File: src/itp_pkg.sv
`timescale 1ns / 1ps
// ----------------------------------------------------------------------------
// itp_pkg
// Transaction types, character codes and precedence helpers for the
// infix to prefix converter.
// ----------------------------------------------------------------------------
package itp_pkg;

   typedef struct packed {
      logic [7:0] in_char;
      logic       in_last;
   } req_payload_type;

   typedef struct packed {
      logic [7:0] out_char;
      logic       char_valid;
      logic       out_last;
      logic       unmatched_paren;
      logic       truncated;
   } rsp_payload_type;

   localparam logic [7:0] CH_PLUS   = 8'h2B;
   localparam logic [7:0] CH_MINUS  = 8'h2D;
   localparam logic [7:0] CH_STAR   = 8'h2A;
   localparam logic [7:0] CH_SLASH  = 8'h2F;
   localparam logic [7:0] CH_CARET  = 8'h5E;
   localparam logic [7:0] CH_LPAREN = 8'h28;
   localparam logic [7:0] CH_RPAREN = 8'h29;
   localparam logic [7:0] CH_LO_A   = 8'h61;
   localparam logic [7:0] CH_LO_Z   = 8'h7A;
   localparam logic [7:0] CH_UP_A   = 8'h41;
   localparam logic [7:0] CH_UP_Z   = 8'h5A;
   localparam logic [7:0] CH_DIG_0  = 8'h30;
   localparam logic [7:0] CH_DIG_9  = 8'h39;

   function automatic logic [1:0] prec_of(input logic [7:0] c);
      logic [1:0] p;
      p = 2'd0;
      if (c == CH_PLUS || c == CH_MINUS) begin
         p = 2'd1;
      end else if (c == CH_STAR || c == CH_SLASH) begin
         p = 2'd2;
      end else if (c == CH_CARET) begin
         p = 2'd3;
      end
      return p;
   endfunction

   function automatic logic is_operand(input logic [7:0] c);
      return (c >= CH_LO_A && c <= CH_LO_Z) || (c >= CH_UP_A && c <= CH_UP_Z) ||
             (c >= CH_DIG_0 && c <= CH_DIG_9);
   endfunction

endpackage

File: src/itp_ram.sv
`timescale 1ns / 1ps
// ----------------------------------------------------------------------------
// itp_ram
// Single-port-write, single-port-read synchronous RAM with registered read.
// ----------------------------------------------------------------------------
module itp_ram #(
   parameter int DEPTH = 64,
   parameter int WIDTH = 8,
   localparam int AW = (DEPTH > 1) ? $clog2(DEPTH) : 1
) (
   input  logic             clock,
   input  logic             wr_en,
   input  logic [AW-1:0]    wr_addr,
   input  logic [WIDTH-1:0] wr_data,
   input  logic             rd_en,
   input  logic [AW-1:0]    rd_addr,
   output logic [WIDTH-1:0] rd_data
);

   logic [WIDTH-1:0] mem_ff [DEPTH];
   logic [WIDTH-1:0] rd_data_ff;

   always_ff @(posedge clock) begin
      if (wr_en) begin
         mem_ff[wr_addr] <= wr_data;
      end
   end

   always_ff @(posedge clock) begin
      if (rd_en) begin
         rd_data_ff <= mem_ff[rd_addr];
      end
   end

   assign rd_data = rd_data_ff;

endmodule

File: src/infix_to_prefix_converter_core.sv
`timescale 1ns / 1ps
// ----------------------------------------------------------------------------
// infix_to_prefix_converter_core
// Shunting-yard infix to prefix converter built round an expression RAM,
// which also holds the result, and an operator stack RAM.
// ----------------------------------------------------------------------------
//  channel | ports                              | direction | transaction
//  req     | req_valid req_stall req_payload    | in        | one infix byte
//  rsp     | rsp_valid rsp_stall rsp_payload    | out       | one prefix byte
//
//  Loading accepts one byte per cycle; req_stall is low only while loading.
//  Conversion reads each stored byte from the expression RAM, then executes
//  it; each operator popped adds an execute step, fed by the stack RAM read.
//  Output reads each result item from the RAM, then presents it, held while
//  rsp_stall is high. Synchronous reset returns to loading.
// ----------------------------------------------------------------------------
module infix_to_prefix_converter_core #(
   parameter int MAX_LEN = 64
) (
   input  logic                      clock,
   input  logic                      reset,
   input  logic                      req_valid,
   output logic                      req_stall,
   input  itp_pkg::req_payload_type  req_payload,
   output logic                      rsp_valid,
   input  logic                      rsp_stall,
   output itp_pkg::rsp_payload_type  rsp_payload
);

   localparam int CW = $clog2(MAX_LEN + 1);
   localparam int AW = (MAX_LEN > 1) ? $clog2(MAX_LEN) : 1;
   localparam logic [CW-1:0] ONE = CW'(1);
   localparam logic [CW-1:0] TWO = CW'(2);
   localparam logic [CW-1:0] LEN_MAX = CW'(MAX_LEN);

   localparam logic [2:0] ST_LOAD     = 3'd0;
   localparam logic [2:0] ST_SCAN_RD  = 3'd1;
   localparam logic [2:0] ST_EXEC     = 3'd2;
   localparam logic [2:0] ST_DRAIN    = 3'd3;
   localparam logic [2:0] ST_OUT_RD   = 3'd4;
   localparam logic [2:0] ST_OUT_SHOW = 3'd5;

   logic [2:0]    state_ff, state_in;
   logic [CW-1:0] len_ff, len_in;
   logic [CW-1:0] idx_ff, idx_in;
   logic [CW-1:0] res_ff, res_in;
   logic [CW-1:0] sp_ff, sp_in;
   logic [CW-1:0] optr_ff, optr_in;
   logic [7:0]    top_ff, top_in;
   logic          top_mem_ff, top_mem_in;
   logic          ovf_ff, ovf_in;
   logic          unf_ff, unf_in;

   logic          buf_we, buf_re;
   logic [AW-1:0] buf_waddr, buf_raddr;
   logic [7:0]    buf_wdata, buf_rdata;
   logic          stk_we, stk_re;
   logic [AW-1:0] stk_waddr, stk_raddr;
   logic [7:0]    stk_wdata, stk_rdata;

   logic [7:0]    top_w;
   logic [7:0]    cur;
   logic [CW-1:0] emit_addr;
   logic [CW-1:0] sp_less1;
   logic [CW-1:0] sp_less2;
   logic [CW-1:0] out_addr;
   logic [CW-1:0] scan_addr;
   logic          rsp_last;

   itp_ram #(.DEPTH(MAX_LEN), .WIDTH(8)) u_expr_ram (
      .clock   (clock),
      .wr_en   (buf_we),
      .wr_addr (buf_waddr),
      .wr_data (buf_wdata),
      .rd_en   (buf_re),
      .rd_addr (buf_raddr),
      .rd_data (buf_rdata)
   );

   itp_ram #(.DEPTH(MAX_LEN), .WIDTH(8)) u_stack_ram (
      .clock   (clock),
      .wr_en   (stk_we),
      .wr_addr (stk_waddr),
      .wr_data (stk_wdata),
      .rd_en   (stk_re),
      .rd_addr (stk_raddr),
      .rd_data (stk_rdata)
   );

   assign top_w     = top_mem_ff ? stk_rdata : top_ff;
   assign cur       = buf_rdata;
   assign emit_addr = len_ff - res_ff - ONE;
   assign sp_less1  = sp_ff - ONE;
   assign sp_less2  = sp_ff - TWO;
   assign out_addr  = len_ff - res_ff + optr_ff;
   assign scan_addr = idx_ff - ONE;
   assign rsp_last  = (res_ff == '0) || ((optr_ff + ONE) == res_ff);

   assign req_stall = (state_ff != ST_LOAD);
   assign rsp_valid = (state_ff == ST_OUT_SHOW);

   always_comb begin
      rsp_payload.out_char        = (res_ff == '0) ? 8'h00 : buf_rdata;
      rsp_payload.char_valid      = (res_ff != '0);
      rsp_payload.out_last        = rsp_last;
      rsp_payload.unmatched_paren = unf_ff;
      rsp_payload.truncated       = ovf_ff;
   end

   always_comb begin
      state_in   = state_ff;
      len_in     = len_ff;
      idx_in     = idx_ff;
      res_in     = res_ff;
      sp_in      = sp_ff;
      optr_in    = optr_ff;
      top_in     = top_ff;
      top_mem_in = top_mem_ff;
      ovf_in     = ovf_ff;
      unf_in     = unf_ff;
      buf_we     = 1'b0;
      buf_waddr  = emit_addr[AW-1:0];
      buf_wdata  = top_w;
      buf_re     = 1'b0;
      buf_raddr  = scan_addr[AW-1:0];
      stk_we     = 1'b0;
      stk_waddr  = sp_less1[AW-1:0];
      stk_wdata  = top_w;
      stk_re     = 1'b0;
      stk_raddr  = sp_less2[AW-1:0];

      unique case (state_ff)
         ST_LOAD: begin
            if (req_valid) begin
               if (len_ff < LEN_MAX) begin
                  buf_we    = 1'b1;
                  buf_waddr = len_ff[AW-1:0];
                  buf_wdata = req_payload.in_char;
                  len_in    = len_ff + ONE;
               end else begin
                  ovf_in = 1'b1;
               end
               if (req_payload.in_last) begin
                  idx_in   = len_in;
                  sp_in    = '0;
                  res_in   = '0;
                  state_in = ST_SCAN_RD;
               end
            end
         end
         ST_SCAN_RD: begin
            if (idx_ff == '0) begin
               state_in = ST_DRAIN;
            end else begin
               buf_re   = 1'b1;
               idx_in   = scan_addr;
               state_in = ST_EXEC;
            end
         end
         ST_EXEC: begin
            if (itp_pkg::is_operand(cur)) begin
               buf_we    = 1'b1;
               buf_wdata = cur;
               res_in    = res_ff + ONE;
               state_in  = ST_SCAN_RD;
            end else if (cur == itp_pkg::CH_LPAREN) begin
               if (sp_ff == '0) begin
                  unf_in   = 1'b1;
                  state_in = ST_SCAN_RD;
               end else begin
                  sp_in = sp_less1;
                  if (sp_ff >= TWO) begin
                     stk_re     = 1'b1;
                     top_mem_in = 1'b1;
                  end
                  if (top_w == itp_pkg::CH_RPAREN) begin
                     state_in = ST_SCAN_RD;
                  end else begin
                     buf_we = 1'b1;
                     res_in = res_ff + ONE;
                  end
               end
            end else if (cur != itp_pkg::CH_RPAREN && sp_ff != '0 &&
                         itp_pkg::prec_of(cur) < itp_pkg::prec_of(top_w)) begin
               buf_we = 1'b1;
               res_in = res_ff + ONE;
               sp_in  = sp_less1;
               if (sp_ff >= TWO) begin
                  stk_re     = 1'b1;
                  top_mem_in = 1'b1;
               end
            end else begin
               stk_we     = (sp_ff != '0);
               top_in     = cur;
               top_mem_in = 1'b0;
               sp_in      = sp_ff + ONE;
               state_in   = ST_SCAN_RD;
            end
         end
         ST_DRAIN: begin
            if (sp_ff != '0) begin
               buf_we = 1'b1;
               res_in = res_ff + ONE;
               sp_in  = sp_less1;
               if (sp_ff >= TWO) begin
                  stk_re     = 1'b1;
                  top_mem_in = 1'b1;
               end
            end else begin
               optr_in  = '0;
               state_in = (res_ff == '0) ? ST_OUT_SHOW : ST_OUT_RD;
            end
         end
         ST_OUT_RD: begin
            buf_re    = 1'b1;
            buf_raddr = out_addr[AW-1:0];
            state_in  = ST_OUT_SHOW;
         end
         ST_OUT_SHOW: begin
            if (!rsp_stall) begin
               if (rsp_last) begin
                  len_in   = '0;
                  res_in   = '0;
                  sp_in    = '0;
                  ovf_in   = 1'b0;
                  unf_in   = 1'b0;
                  state_in = ST_LOAD;
               end else begin
                  optr_in  = optr_ff + ONE;
                  state_in = ST_OUT_RD;
               end
            end
         end
         default: begin
            state_in = ST_LOAD;
         end
      endcase
   end

   always_ff @(posedge clock) begin
      if (reset) begin
         state_ff   <= ST_LOAD;
         len_ff     <= '0;
         idx_ff     <= '0;
         res_ff     <= '0;
         sp_ff      <= '0;
         optr_ff    <= '0;
         top_mem_ff <= 1'b0;
         ovf_ff     <= 1'b0;
         unf_ff     <= 1'b0;
      end else begin
         state_ff   <= state_in;
         len_ff     <= len_in;
         idx_ff     <= idx_in;
         res_ff     <= res_in;
         sp_ff      <= sp_in;
         optr_ff    <= optr_in;
         top_mem_ff <= top_mem_in;
         ovf_ff     <= ovf_in;
         unf_ff     <= unf_in;
      end
   end

   always_ff @(posedge clock) begin
      top_ff <= top_in;
   end

endmodule

File: config.mk
export PLATFORM = sky130hd
export DESIGN_NAME = infix_to_prefix_converter_core
export DESIGN_NICKNAME = d
export VERILOG_FILES = /design/src/itp_pkg.sv /design/src/itp_ram.sv /design/src/infix_to_prefix_converter_core.sv
export SDC_FILE = /design/constraint.sdc
export NUM_CORES = 1
export LEC_CHECK = 0
export BUFFER_PORTS_ARGS = -buffer_cell sky130_fd_sc_hd__clkbuf_2
export CAP_MARGIN = 5
export CORE_UTILIZATION = 52
export CTS_BUF_LIST = sky130_fd_sc_hd__clkbuf_8
export CTS_CLUSTER_DIAMETER = 80
export DETAILED_ROUTE_END_ITERATION = 10
export GPL_TIMING_DRIVEN = 0
export PLACE_DENSITY = 0.67
export SYNTH_ARGS = -nofsm -noshare
export SYNTH_HDL_FRONTEND = slang
export SYNTH_SLANG_ARGS = --single-unit
File: constraint.sdc
create_clock -name clock -period 13.5 [get_ports clock]
set_input_delay 2.7 -clock clock [delete_from_list [all_inputs] [get_ports clock]]
set_output_delay 2.7 -clock clock [all_outputs]
set_load 0.005 [all_outputs]
---- Word level (Yosys, flattened, before mapping) ----
Memories as Yosys holds them, arrays and structs flattened. A register that Yosys moved wholly into a read port is not among the register bits.
Cells that the tools add are included.
storage, ports and cells
  register bits ........................... 49
  RAM bits ................................ 1024
  input port bits ......................... 13
  output and inout port bits .............. 14
  logic and storage cells ................. 211
  memories kept ........................... 2
cells by class
  $add $sub $neg .......................... 10
  $lt $le $gt $ge ......................... 9
  equality and inequality tests ........... 37
  mux-type cells .......................... 105
  bitwise gates (word level) .............. 3
  reduce and logical (&&, ||, !) cells .... 35
memory list
  name                words  bits a word  rd ports  clocked after memory_dff  write ports  line           text
  u_expr_ram.mem_ff   64     8            1         1                         1            itp_ram.sv:20  logic [WIDTH-1:0] mem_ff [DEPTH];
  u_stack_ram.mem_ff  64     8            1         1                         1            itp_ram.sv:20
operators by type and width
  cell                   count
  $mux W7                23
  $eq A8 B6 Y1 const B   10
  $pmux W7 S4            2
  $pmux W7 S2            3
  $mux W8                5
  $mux W1                38
  $mux W3                10
  $add A7 B1 Y7 const B  4
  $mux W2                12
  $mux W6                4
  $ne A2 B2 Y1 const B   11
  $logic_not A7 Y1       3
  $reduce_and A4 Y1      5
  $pmux W3 S6            1
  $eq A8 B7 Y1 const B   2
  $ge A8 B7 Y1 const B   2
  $le A8 B7 Y1 const B   2
  $ne A4 B4 Y1 const B   4
  $pmux W8 S2            1
  $reduce_bool A7 Y1     2
  $sub A7 B1 Y7 const B  2
  $reduce_and A6 Y1      2
  $pmux W1 S2            5
  $reduce_bool A2 Y1     5
  27 further kinds       41

---- Depth between registers and ports, before layout ----
Gate-level depths: netlist of the first run.
  depth in word-level cells ............... 16
  depth in mapped cells ................... 16

---- By module ----
A second synthesis of the first run with hierarchy kept.
unflattened totals
  cells, all modules ...................... 2470
  area total of the unflattened synthesis .. 44944.4 um^2
modules (own cells, without submodules)
  module                          times used  cells each  area each (um^2)  sequential area each (um^2)
  itp_ram at u_expr_ram           1           972         20270.7           15615.0
  itp_ram at u_stack_ram          1           940         20246.9           15615.0
  infix_to_prefix_converter_core  1           558         4426.7            1061.0

---- Least setup slack after synthesis of the first run ----
No wires, ideal clock.
  kind .................................... in2reg
  from .................................... in req_valid
  to ...................................... mem u_expr_ram.mem_ff[0][5] (data pin)
  arrival time ............................ 5028 ps
  path slack .............................. 7924 ps
  stages on the path ...................... 6
  path buffers ............................ 0
  cells stage by stage .................... nor2b_1 > nand2_1 > nor2_1 > a21oi_1 > o22ai_1 > a21oi_1
between the ends
  word-level cells in the longest chain between the ends .. 2
RTL lines
  item              line                                   text
  from (decl)       infix_to_prefix_converter_core.sv:22   input logic req_valid,
  $mux W8           infix_to_prefix_converter_core.sv:134  if (req_valid) begin
  $pmux W8 S2       infix_to_prefix_converter_core.sv:132  unique case (state_ff)
  via buf_wdata[5]  infix_to_prefix_converter_core.sv:56   logic [7:0] buf_wdata, buf_rdata;
  to (decl)         itp_ram.sv:20
The timed path passes the listed nets, and every way through them passes these cells.

---- Final worst setup path of the first run ----
  from .................................... reg sp_ff[1]
  to ...................................... mem u_expr_ram.mem_ff[50][0] (enable)
between the ends
  word-level cells in the longest chain between the ends .. 9
  elaborated cells on any way between the ends .. 12
  those cells by class .................... 8 x mux; 4 x reduce/logical
RTL lines
  item                               line                                                                          text
  from (decl)                        infix_to_prefix_converter_core.sv:47                                          logic [CW-1:0] sp_ff, sp_in;
  from (signal assigned)             infix_to_prefix_converter_core.sv:256                                         sp_ff <= sp_in;
  $reduce_bool A7 Y1                 infix_to_prefix_converter_core.sv:183, infix_to_prefix_converter_core.sv:201
  $logic_and A1 B1 Y1 (2 in series)  infix_to_prefix_converter_core.sv:183                                         end else if (cur != itp_pkg::CH_RPAREN && sp_ff != '0 &&
  $mux W1                            infix_to_prefix_converter_core.sv:183
  $mux W1                            infix_to_prefix_converter_core.sv:166                                         end else if (cur == itp_pkg::CH_LPAREN) begin
  $mux W1                            infix_to_prefix_converter_core.sv:161                                         if (itp_pkg::is_operand(cur)) begin
  $pmux W1 S3 (*)                    infix_to_prefix_converter_core.sv:132
  $mux W1 (*)                        itp_ram.sv:24                                                                 if (wr_en) begin
  $mux W1 (implied by the code) (*)  itp_ram.sv:25                                                                 mem_ff[wr_addr] <= wr_data;
Mark *: on every way between the ends. The rest lies on a longest branch, timed or not.

==> results of run 1 <==
-- state kept, by name, summed over array words and instances (netlist names) --
name and count:
idx_ff 7, len_ff 7, optr_ff 7, ovf_ff 1, res_ff 7, sp_ff 7
state_ff 3, top_ff 8, top_mem_ff 1, u_expr_ram.mem_ff 512, u_expr_ram.rd_data 8, u_stack_ram.mem_ff 512
u_stack_ram.rd_data 8, unf_ff 1
-- final timing paths --
kind | startpoint | end | slack (ns) | depth (start not counted)
max | sp_ff[1] | u_expr_ram.mem_ff[50][0] | 7.38 | 11
min | u_expr_ram.rd_data[1] | top_ff[1] | 0.47 | 0
max reg2reg | sp_ff[1] | u_expr_ram.mem_ff[50][0] | 7.38 | 11
min reg2reg | u_expr_ram.rd_data[1] | top_ff[1] | 0.47 | 0
-- kinds of logic (layout without fill, tap and decap cells) --
logic type                 count (synthesis)  in the layout
DFF                                     1089           1089
and+or+nand+nor                          626            626
AOI/OAI and AO/OA                        292            292
muxes                                    358            358
adders and majority gates                 27             27
other                                      0              4
buffers and inverters                    160            513
xor gates and xnor gates                  47             47
-- layout make-up --
cell class | count | share of cell area
Clock inverter | 126 | 0.0150
Multi-Input combinational cell | 1350 | 0.240
Sequential cell | 1089 | 0.641
Antenna cell | 4 | 0.000199
Timing Repair Buffer | 48 | 0.0120
Clock buffer | 179 | 0.0489
Tap cell | 1144 | 0.0284
Buffer | 133 | 0.0125
Inverter | 27 | 0.00201
-- metrics by stage --
| step | instances | hold slack [ns] | total power [uW] |
|---|---|---|---|
| final | 4100 | 0.466 | 7670 |
| after global routing | 4099 | 0.470 | 7900 |
| after CTS | 4095 | 0.463 | 7670 |
| after detailed placement | 3790 | 0.450 | 5060 |
| after global placement | 3769 | 0.452 | 5020 |
| after floorplan | 2599 | 0.424 | 4600 |
-- report_power, final --
part	internal (uW)	switching (uW)	total [uW]	leakage (uW)
logic	416	828	1240	0.00464
clock network	1350	1290	2640	0.00183
registers	3770	17.2	3790	0.00975
total	5540	2130	7670	0.0162
-- worst max-delay path: stages (launching register included) --
cell and delay (ns):
dfxtp_1 0.39, clkbuf_1 0.28, clkbuf_1 0.65, clkbuf_1 0.63, inv_1 0.24, ha_1 0.27
and4b_2 0.26, or3_2 0.46, o211a_1 0.33, o32ai_1 0.64, nand2_1 0.67, nor2_1 0.83
-- cell usage in the layout (no fill, tap or decap), drive strengths merged, types with 6 or more instances in the layout --
cell type / Yosys / routed
ha: 25 / 25
xnor2: 28 / 28
dfxtp: 41 / 41
nand3: 65 / 65
a311oi: 15 / 15
or3: 22 / 22
o22ai: 34 / 34
mux2: 40 / 40
buf: 64 / 86
and2: 17 / 17
o31ai: 14 / 14
nor3: 22 / 22
mux2i: 104 / 104
a31oi: 20 / 20
inv: 27 / 89
nor2: 218 / 218
clkbuf: 69 / 274
a21oi: 53 / 53
mux4: 214 / 214
nor2b: 25 / 25
nand2: 200 / 200
edfxtp: 1048 / 1048
a311o: 14 / 14
a21o: 7 / 7
o21ai: 34 / 34
bufinv: 0 / 6
nor3b: 6 / 6
nand2b: 7 / 7
clkinv: 0 / 53
a32oi: 13 / 13
a22o: 7 / 7
xor2: 19 / 19
nor4: 10 / 10
o221ai: 8 / 8
a211oi: 16 / 16
a22oi: 26 / 26
-- metal layers --
layer	vias to the layer above	global-route usage	routed length (microns)
met4	0	0.0795	2780
met3	216	0.0656	10900
met1	13069	0.374	46200
met2	1308	0.387	51100
li1	10885	-	-
met5	-	0	0
==> results.md, run 1 <==
- Multi-input gate area: 0.0121 sq mm
- Unrepaired setup endpoints after global routing: no
- Clock root buffer: clkbuf_8
- Register Area: 0.0323 sq mm
- Crit path DAT: 6.56 ns
- Fin util: 0.590
- DRC errors left: 0
- Mux cell area share after synthesis: 0.141
- Area after DPL: 0.0471 sq mm
- Max Freq: 163 MHz
- Post-CTS Setup Bufs: 0
- Max-Cap Viols: 0
- First-pass GRT wire length: 163000 microns
- Cells after Synth: 2599
- Final wirelength: 111000 microns
- H-tree Lvls: 4
- Pwr Density: approximately 150 mW/mm^2
- Wire length per cell: 27.1 microns
- Ports: 27
- Starting density of the core: 0.527
- HPWL after DPL: 75200 microns
- Most numerous cell in the Yosys netlist: edfxtp_1
- Setup TNS: 0 ns
- Clock transition at path regs: ~0.070 ns
- Clock Skew: around 0.066 ns
- Mapped Avg Cell Area: ~17 sq um
- Yosys cell types: between 70 and 80
- Number of nets with antenna violations after routing: 0
- Simple-Gate Fraction of Synth Area: 0.0627
- Final setup viols: 0
- Number of global-route vias before repair: 24947
- Initial DRC count: 2976
- CP max FO: 10
- Tightest Hold Check Type: flop to flop
- Startpoint Class: flop
- Clock Latency Late Sink: 0.87 ns
- Most frequent cells after synthesis: edfxtp_1, nor2_1, mux4_2
- Post-synth EDFFs: 1048
- Slew of the pin with the lowest slew margin: between 1 and 1.5 ns
- Dpl ws: 7.43 ns
- Cell Area, Synth: 0.0450 sq mm
- Synthesis Warnings: 0
- Largest family of logic cells by synthesized area: multiplexers
- Fin nets: 2863
- Fin crit share: 0.454
- Post-synthesis sequential element count: 1089
- Vias/cell: approximately 6.2
- Fillcell total: roughly 6300
- Share of post-route cells with drive strength above 1: 0.206
- Fraction of the mapped netlist area in adder cells: 0.00784
- Grt total ovfl: 0
- Synth top area share: 0.699
- Port bufs: 26
- Final worst setup slack: around 7.4 ns
- Slew headroom: 0.225
- Max-slew violations: 0
- Core area: 0.0854 sq mm
- CTS tree: yes
- Hold_buf cts: 0
- Cts repair resizes: 0
- CTS buffer count: between 150 and 200
- Crit path capture type: flop
- Gp weighted congestion: 0.935
- Fin area: 0.0504 sq mm
- Peak supply drop: 0.000104 V
- Die ar.: 0.0877 sq mm
- FFs w/ async S/R, synth: 0
- Syn-to-layout area delta: 11.9%
- All-Layer GR Usage: 0.258
- Die W: 296 microns
- Area leader, netlist: edfxtp_1
- # clock sinks: roughly 1100
- Hold Violations, Final: 0
- CP Class: flop to flop
- CTS max path bufs: 3
- Largest net degree at the start of global routing: 69
- Compound-Gate Fraction of Synth Area: 0.0457
- Leakage power: ~0.016 uW
- Post-Synth XOR/XNOR Area: 0.00915
- Drt pass-1 iters: 6
- Die H: approximately 300 microns
- Syn nets: about 2600
- Rows: 107
- Leading post-synthesis cells by cell area: edfxtp_1, mux4_2, mux2i_1
- Register area share after synthesis: 0.717
- Vias post-DR: 25478
- Initial antenna violation count: 3
- Final Critical Period: 6.12 ns
- Most used DFF post-synth: edfxtp_1
- Status: finished, final reports clean
- Worst EP required: roughly 14 ns
(Power assumes the default switching activity.)
==> run 2: changes to the inputs <==
clock period = 6.1 ns   (was 13.5 ns; I/O delays follow)
==> run 2 against run 1 <==
  * Global-route usage did not move
  * Combinational power rose by 120%
  * Cell count barely moved
  * Final area rose by 0.13%
  * Register-to-register slack got worse by 7.3 ns
  * Utilization rose by 0.076 points
  * Sequential cell count did not move
  * Non-clock buffer count did not move
  * Total power rose by 120%
  * Clock power rose by 120%
  * Sequential share of layout area fell by 0.083 points
  * Largest power group unchanged
==> results.md, run 2 (synthesis gave the netlist of run 1 again) <==
- Status: finished, final reports clean
- Ports: 27
- Worst flop-to-flop path endpoint: u_expr_ram.mem_ff[50][4]
- Number of global-route vias before repair: 24947
- CTS buffer count: 174
- Share of post-route cells with drive strength above 1: 0.214
- Worst path max stage delay: 0.84 ns
- Syn-to-layout area delta: 12.0%
- Max Freq: 165 MHz
- Most used cell along the critical path: clkbuf_1
- Setup TNS: 0 ns
- Unrepaired setup endpoints after global routing: yes
- Rows: about 110
- Final setup viols: 0
- Die W: 296 microns
- Vias post-DR: 25438
- Max-Cap Viols: 0
- CP delay by family, top: simple AND/OR/NAND/NOR gates
- # clock sinks: 1089
- Drt pass-1 iters: 6
- Biggest registers after layout: u_expr_ram.mem_ff x512, u_stack_ram.mem_ff x512
- Most common cell after layout, fill and taps aside: edfxtp_1
- Core area: between 0.08 and 0.09 sq mm
- Die H: 296 microns
- Fillcell total: 6326
- Reg power frac: 0.493
- Starting density of the core: 0.527
- Critical-path top delay cell: nor2_1
- Fin crit share: 0.994
- All-Layer GR Usage: 0.258
- Int Power: 12300 uW
- Fin nets: 2863
- Clock share of power: 0.344
- CTS max path bufs: 3
- Worst R2R Start: sp_ff[1]
- Placed instance count: 3790
- Initial antenna violation count: 3
- Largest net degree at the start of global routing: 69
- Clock root buffer: clkbuf_8
- Tightest Hold Check Type: flop to flop
- FF-to-FF path depth: 11
- Slew of the pin with the lowest slew margin: 1.15 ns
- CP Cell Sequence: clkbuf_1 > clkbuf_1 > clkbuf_1 > inv_1 > ha_1 > and4b_2 > or3_2 > o211a_1 > o32ai_1 > nand2_1 > nor2_1
- Final wirelength: about 110000 microns
- Worst EP required: about 6.6 ns
- Most frequent cells in the layout: edfxtp_1, mux4_2, nand2_1
- Vias/cell: 6.20
- Worst path bufs/invs: 4
- Grt total ovfl: 0
- Hold endpoint: top_ff[2]
- Pwr Density: roughly 340 mW/mm^2
- Initial DRC count: 3134
- Hold Violations, Final: 0
- Peak supply drop: 0.000239 V
- Startpoint Class: flop
- Max-slew violations: 0
- Slew headroom: 0.227
- Crit path DAT: 6.52 ns
- Hold path depth: 0
- Die ar.: just under 0.09 sq mm
- Post-CTS Setup Bufs: 0
- CP Class: flop to flop
- Register-to-register setup slack: 0.04 ns
- Gate power share: 0.163
- Min-delay src: u_expr_ram.rd_data[2]
- Final Critical Period: 6.06 ns
- Crit path capture type: flop
- Number of nets with antenna violations after routing: 0
- HPWL after DPL: around 75000 microns
- Dpl ws: 0.101 ns
- Gp weighted congestion: 0.935
- Port bufs: 26
- Switching pwr: approximately 4700 uW
- Clock Latency Late Sink: around 0.89 ns
- Wire length per cell: between 20 and 30 microns
- Clock transition at path regs: 0.07 ns
- H-tree Lvls: 4
- Final worst setup slack: 0.0381 ns
- DRC errors left: 0
- Switching Share: 0.279
- Clock Skew: 0.0685 ns
- CP max FO: 10
- Leakage power: 0.0162 uW
- First-pass GRT wire length: 163000 microns
- CTS tree: yes
- Final Non-Filler Cells: 4101
[run 2: cell count changes in the layout (fill, tap and decap cells not counted)]
cell	previous run	this run
diode_2	4	5
nor2_2	0	25
nor2_1	218	193
[run 2: per-layer routing]
metal  routed length [microns]  global-route usage
met5                         0                   0
met2                     51100               0.387
met3                     11600              0.0656
met4                      2720              0.0795
met1                     45500               0.374
[run 2: metrics by stage]
stage / hold WS [ns] / cell area, sq um / utilization / power [uW]
final: 0.466 / 50400 / 0.590 / 17000
after global routing: 0.470 / 50400 / 0.590 / 17500
after CTS: 0.463 / 50300 / 0.589 / 17000
after detailed placement: 0.450 / 47100 / 0.552 / 11200
after global placement: 0.452 / 46600 / 0.545 / 11100
after floorplan: 0.424 / 45000 / - / 10200
[run 2: final cells by class]
class                      count  area [sq um]  share of cell area
sequential                  1089         32300               0.640
multi-input combinational   1350         12100               0.241
clock buffer                 179          2460              0.0489
tap                         1144          1430              0.0284
clock inverter               126           753              0.0149
buffer                       133           631              0.0125
timing repair buffer          48           603              0.0120
inverter                      27           101             0.00201
antenna                        5          12.5            0.000248
[run 2: how the worst max path moves through the flow]
stage / endpoint / slack [ns] / start / depth (start not counted)
5_1_grt: u_expr_ram.mem_ff[50][4] / -0.15 / sp_ff[1] / 11
3_5_place_dp: u_expr_ram.mem_ff[50][1] / 0.10 / sp_ff[1] / 11
4_1_cts: u_expr_ram.mem_ff[50][4] / 0.02 / sp_ff[1] / 11
6_report: u_expr_ram.mem_ff[50][4] / 0.04 / sp_ff[1] / 11
3_3_place_gp: u_expr_ram.mem_ff[55][2] / -1.89 / top_mem_ff / 6
2_1_floorplan: u_expr_ram.mem_ff[0][0] / 1.70 / top_mem_ff / 13
[run 2: what timing repair did]
item / in CTS / in global routing
gates resized for setup: 0 / 25
setup endpoints to repair: 0 / 228
hold buffers: 0 / 0
[run 2: power groups by stage]
| stage | logic, uW | registers [uW] | clock network [uW] |
|---|---|---|---|
| floorplan | 1650 | 8530 | 0 |
| global placement | 2530 | 8570 | 0 |
| detailed placement | 2670 | 8530 | 0 |
| CTS | 2680 | 8380 | 5920 |
| global route | 2890 | 8380 | 6230 |
| finish | 2760 | 8380 | 5850 |
